## src/hw/rtl/gdd_pkg.sv

```systemverilog
`default_nettype none

package gdd_pkg;

  localparam int unsigned MAX_BLOCK_LENGTH_DEF = 1024;
  localparam int unsigned SAMPLE_WIDTH_DEF     = 16;
  localparam int unsigned ACCUM_WIDTH_DEF      = 40;

  localparam int unsigned NUM_BINS   = 8;
  localparam int unsigned COEFF_W    = 16;
  localparam int unsigned FRAC_BITS  = 14;
  localparam int unsigned POWER_W    = 64;
  localparam int unsigned BLEN_W     = 11;
  localparam int unsigned QDEPTH     = 4;
  localparam int unsigned MAX_IMPURE = 3;

  // twist / purity scale factors, per mille
  localparam int unsigned K_ONE = 1000;
  localparam int unsigned K_ROW = 158;
  localparam int unsigned K_COL = 398;
  localparam int unsigned K_W   = 10;

  localparam int unsigned REG_IDX_W = 2;
  localparam logic [REG_IDX_W-1:0] REG_ROW_COEFFS  = 2'd0;
  localparam logic [REG_IDX_W-1:0] REG_COL_COEFFS  = 2'd1;
  localparam logic [REG_IDX_W-1:0] REG_BLOCK_LEN   = 2'd2;
  localparam logic [REG_IDX_W-1:0] REG_POWER_THR   = 2'd3;

  localparam logic [BLEN_W-1:0]  BLOCK_LEN_RESET = 11'd205;
  localparam logic [POWER_W-1:0] POWER_THR_RESET = 64'd4000000000;

  typedef struct packed {
    logic [63:0]         row_coeffs;
    logic [63:0]         col_coeffs;
    logic [BLEN_W-1:0]   block_length;
    logic [POWER_W-1:0]  power_threshold;
  } cfg_t;

  function automatic logic signed [COEFF_W-1:0] coeff_of(input logic [63:0] row,
                                                         input logic [63:0] col,
                                                         input logic [2:0]  bin);
    logic [63:0] r;
    r = bin[2] ? col : row;
    return r[COEFF_W*bin[1:0] +: COEFF_W];
  endfunction

endpackage

`default_nettype wire

```

## src/hw/rtl/gdd_front.sv

```systemverilog
`default_nettype none

module gdd_front #(
  parameter int unsigned SAMPLE_WIDTH = gdd_pkg::SAMPLE_WIDTH_DEF
) (
  input  wire logic                    clk_i,
  input  wire logic                    rst_ni,
  input  wire logic                    sample_valid_i,
  output logic                         sample_ready_o,
  input  wire logic [SAMPLE_WIDTH-1:0] sample_i,
  output logic                         q_valid_o,
  input  wire logic                    q_ready_i,
  output logic [SAMPLE_WIDTH-1:0]      q_sample_o
);

  localparam int unsigned PTR_W = $clog2(gdd_pkg::QDEPTH);
  localparam int unsigned CNT_W = $clog2(gdd_pkg::QDEPTH + 1);

  logic [SAMPLE_WIDTH-1:0] mem_q [gdd_pkg::QDEPTH];
  logic [PTR_W-1:0]        wr_ptr_q, rd_ptr_q;
  logic [CNT_W-1:0]        cnt_q;
  logic                    push, pop;

  assign sample_ready_o = (cnt_q != CNT_W'(gdd_pkg::QDEPTH));
  assign q_valid_o      = (cnt_q != '0);
  assign q_sample_o     = mem_q[rd_ptr_q];
  assign push           = sample_valid_i && sample_ready_o;
  assign pop            = q_valid_o && q_ready_i;

  always_ff @(posedge clk_i or negedge rst_ni) begin
    if (!rst_ni) begin
      wr_ptr_q <= '0;
      rd_ptr_q <= '0;
      cnt_q    <= '0;
    end else begin
      if (push) begin
        wr_ptr_q <= wr_ptr_q + 1'b1;
      end
      if (pop) begin
        rd_ptr_q <= rd_ptr_q + 1'b1;
      end
      if (push && !pop) begin
        cnt_q <= cnt_q + 1'b1;
      end else if (pop && !push) begin
        cnt_q <= cnt_q - 1'b1;
      end
    end
  end

  always_ff @(posedge clk_i) begin
    if (push) begin
      mem_q[wr_ptr_q] <= sample_i;
    end
  end

endmodule

`default_nettype wire

```

## config.mk

```make
export PLATFORM = sky130hd
export DESIGN_NAME = gdd_front
export DESIGN_NICKNAME = d
export VERILOG_FILES = /design/src/hw/rtl/gdd_pkg.sv /design/src/hw/rtl/gdd_front.sv
export SDC_FILE = /design/constraint.sdc
export NUM_CORES = 1
export LEC_CHECK = 0
export BUFFER_PORTS_ARGS = -buffer_cell sky130_fd_sc_hd__buf_4
export CORE_ASPECT_RATIO = 0.6
export CORE_MARGIN = 2
export CORE_UTILIZATION = 60
export DETAILED_ROUTE_END_ITERATION = 7
export MAX_ROUTING_LAYER = met4
export PLACE_DENSITY = 0.83
export SLEW_MARGIN = 20
export SYNTH_ARGS = -nofsm -noshare
export SYNTH_HDL_FRONTEND = slang
export SYNTH_SLANG_ARGS = --single-unit
```

## constraint.sdc

```tcl
create_clock -name clk_i -period 5.25 [get_ports clk_i]
set_input_delay 0 -clock clk_i [delete_from_list [all_inputs] [get_ports clk_i]]
set_output_delay 0 -clock clk_i [all_outputs]
set_load 0.01 [all_outputs]
```

# Word level (Yosys, flattened, before mapping)
# Memories as Yosys holds them, arrays and structs flattened.
# Index checks and enable logic that the tools add are counted.
# word_totals
register_bits,7
ram_bits,64
output_inout_bits,18
word_cells,21
n_memories,1
# op_classes
n_addsub,4
eq_ne,1
muxes,4
n_reduce_logical,8
# mem_list
memory,depth,width,read_ports,rd_clocked_by_memory_dff,write_ports,line_no,text
mem_q,4,16,1,0,1,gdd_front.sv:19,logic [SAMPLE_WIDTH-1:0] mem_q [gdd_pkg::QDEPTH];
# ops
cell,n
$mux 3,2
$add 2x1->2 const B,2
$logic_and 1x1->1,4
$add 3x1->3 const B,1
$ne 3x3->1 const B,1
$reduce_bool 3->1,1
$sub 3x1->3 const B,1
$logic_not 1->1,2
$mux 1,2
$reduce_bool 2->1,1

# Longest topological paths before layout
# logic_depth
ltp_word,6
ltp_mapped,8

# Least setup slack after synthesis
# Ideal clock, no wire load.
# synth_path
path_type,flip-flop to flip-flop
start,register cnt_q[1]
end,register cnt_q[2]
arrival_time_ns,1.934
required_time_ns,5.171
setup_slack_ns,3.236
path_stages_with_launch,9
path_buffers,0
period_less_slack_ns,2.014
cell_sequence,dfrtp_1 > or3_1 > nand2_1 > ha_1 > inv_1 > fa_1 > xor2_1 > nor2_1 > xor2_1
# synth_between
elab_chain_cells,5
elab_cells_between_ends,13
classes_between,add/sub (2); eq/ne (1); mux (2); reduce/logical (8)
# synth_lines
item,line_no,text
from (decl),gdd_front.sv:21,logic [CNT_W-1:0] cnt_q;
from (signal assigned),gdd_front.sv:43,cnt_q <= cnt_q + 1'b1;
from (signal assigned),gdd_front.sv:45,cnt_q <= cnt_q - 1'b1;
$reduce_bool 3->1 *,gdd_front.sv:25,assign q_valid_o = (cnt_q != '0);
named net q_valid_o,gdd_front.sv:11,"output logic q_valid_o,"
$logic_and 1x1->1 *,gdd_front.sv:28,assign pop = q_valid_o && q_ready_i;
$logic_not 1->1,gdd_front.sv:42,if (push && !pop) begin
$logic_and 1x1->1,gdd_front.sv:42,
$mux 3 / $reduce_bool 2->1 (equally long branches),--,
# Mark *: on every way through the listed nets, which the timed path passes. The rest lies on a longest branch. The select of a mux whose other input is x is not followed.
# A chain may end at the register's enable or synchronous reset.

# Final worst setup path
# layout_path
start,register rd_ptr_q[0]
end,output port q_sample_o[15]
# layout_between
elab_chain_cells,1
# layout_lines
item,line_no,text
from (decl),gdd_front.sv:20,"logic [PTR_W-1:0] wr_ptr_q, rd_ptr_q;"
from (signal assigned),gdd_front.sv:40,rd_ptr_q <= rd_ptr_q + 1'b1;
$mem_v2 4x16,--,
to (decl),gdd_front.sv:13,output logic [SAMPLE_WIDTH-1:0] q_sample_o
# Every way passes these cells.

==> flow_summary.toml <==
[synthesis]
synth_cells = 119
syn_nets = 145
synth_top_area_cell = "edfxtp_1"
ys_ff_latch = 71
yosysWarnings = 0
yosysSeqAreaShare = 0.760
synth_area_leaders = "edfxtp_1 (70%), mux4_1 (7.6%), mux4_2 (6.5%)"
synth_top_area_frac = 0.696
syn_area_per_cell_um2 = 23.2
ys_types = 19
syn_area_mm2 = 0.00276

[critical_path]
critPathBufInv = 1
cp_max_fo = 18
required_ns = 5.25
crit_path_end_kind = "output pin"
crit_slowest_cell = "dfrtp_1"
critPathTopFamily = "flip-flops"
cp-start-kind = "register"
cpPeakStageDelay_ns = 1.00
path_class = "reg2out"
worst_ep_arrival_time_ns = 2.17
worstPathCellList = "mux4_1, buf_4"

[drt]
viasPerCell = 5.33
drtIter0Drc = 45
wl_per_cell_um = 18.5
drc = 0
met2_length_um = 2510
drtPass1Iterations = 4
wl_met3_um = 265
wirelength_met1_um = 1860
wirelength_um = 4640
final_antenna_net_count = 0
highest_layer = "met3"
vias = 1332

[clock_tree]
cts_made_buffers = 9
clk_pin_slew_worst_paths_ns = 0.06
cts_sinks = 71
holdBufCountCts = 19
cts_resized = 0
cts.htree.levels = 3
cts_tree = "built"
root_buffer = "clkbuf_8"
clock_latency_ns = 0.34
cts_setup_buffers = 0
cts_max_path_buffers = 2

[cells_and_area]
nets = 208
multiInputGateArea_um2 = 611
final_area_mm2 = 0.00350
regArea_mm2 = 0.00210
area_growth_pct = 26.8
final_common_cell = "edfxtp_1"
fill_cells = 240
drive_gt1_frac = 0.332
antennaDiodeCount = 0
final_cell_mix = "edfxtp_1 (64), buf_4 (37), dlygate4sd3_1 (19), clkbuf_8 (9)"

[power]
powerDensity_mw_per_mm2 = 544
power.total_uw = 1910
ir_drop_mv = 0.417
leakagePower_uw = 0.00129

[floorplan]
core_mm2 = 0.00449
die-area_mm2 = 0.00518
ios = 38
die_x_um = 91.6
die_h_um = 56.5
rows = 19
initial_core_util = 0.614

[global_routing]
antenna_found_initial = 0
grt_pass1_wl_um = 7170
grt_use_total = 0.206
grt_max_degree = 19
grt-ovfl-total = 0
grt_pass1_vias = 1445

[placed_design]
place_hpwl_um = 2870
gp_congestion = 0.716
portBuffers = 37
placed_area_mm2 = 0.00308

[sta]
relSlewSlack = 0.340
setup_violations = 0
layout_min_cycle_time_ns = 2.17
worst_pin_slew_ns = 0.990
hold_viol = 0
slew_viol_final = 0
finClkSkew_ns = 0.00551
period_share = 0.413
clock.fmax_mhz = 461
rsz0062_at_grt = "false"
fin_setup_tns_ns = 0

[outcome]
status = "complete, no violations"

[flow_run]
drv_cap = 0

[hold_path]
hold_path.class = "in2reg"
[synth_stat cells (all sizes together)]
cell type,instances
a21boi,1
and2,4
buf,4
dfrtp,7
edfxtp,64
fa,1
ha,5
inv,3
mux2,2
mux4,16
nand2,2
nand3,1
nor2,2
or3,1
xnor2,4
xor2,2
[final cells by class]
type	instances	area share
clock buffers	10	0.0365
clock inverters	6	0.0307
inverters	3	0.00322
multi-input cells	41	0.174
flip-flops and latches	71	0.599
well taps	63	0.0225
repair buffers	56	0.134
[per-layer routing]
layer	vias to the layer above	global-route usage
li1	618	-
met2	39	0.345
met5	-	-
met3	0	0.0940
met4	0	0.0498
met1	675	0.229
[worst paths after layout]
| path | from | end | slack [ns] | depth (start not counted) |
|---|---|---|---|---|
| setup / recovery | rd_ptr_q[0] | q_sample_o[15] | 3.08 | 2 |
| setup reg to reg | cnt_q[1] | cnt_q[2] | 3.11 | 8 |
| hold / removal | sample_valid_i | wr_ptr_q[0] | 0.13 | 3 |
| min in group asynchronous | rst_ni | cnt_q[0] | 0.62 | 3 |
| max in group asynchronous | rst_ni | rd_ptr_q[0] | 4.38 | 3 |
| hold reg to reg | cnt_q[2] | cnt_q[2] | 0.54 | 1 |
[sequential cells by signal, indices dropped and copies added (netlist names)]
| name | count |
|---|---|
| cnt_q | 3 |
| mem_q | 64 |
| rd_ptr_q | 2 |
| wr_ptr_q | 2 |
[cell families (layout without fill, tap and decap cells)]
logic type               count (synthesis)  in the layout  synth area share
AO/OA/AOI/OAI                            1              1           0.00408
XOR/XNOR                                 6              6            0.0190
adder cells (fa/ha/maj)                  6              6            0.0299
buffers and inverters                    7             75            0.0190
flip-flops                              71             71             0.760
multiplexers                            18             18             0.150
AND/OR/NAND/NOR                         10             10            0.0186
[report_power, final]
part | leakage, uW | internal (uW) | switching, uW
Clock | 0.000118 | 315 | 191
Combinational | 0.000503 | 303 | 232
Sequential | 0.000668 | 757 | 108
[worst reg2reg max path, cell delays in order (launching register included)]
cell and delay, ns:
dfrtp_1 0.43, or3_1 0.43, nand2_1 0.14, ha_1 0.20, inv_1 0.06, fa_1 0.38, xor2_1 0.16, nor2_1 0.11
xor2_1 0.16
[stage by stage]
step / setup WS (ns) / hold slack (ns) / util / instances
finish: 3.08 / 0.125 / 0.779 / 250
global route: 2.92 / 0.132 / 0.779 / 250
CTS: 3.01 / 0.115 / 0.779 / 250
detailed placement: 3.11 / -0.180 / 0.684 / 215
global placement: 3.27 / -0.185 / 0.684 / 215
floorplan: 3.24 / -0.296 / - / 119
No activity file was read; power rests on OpenSTA's default activity.
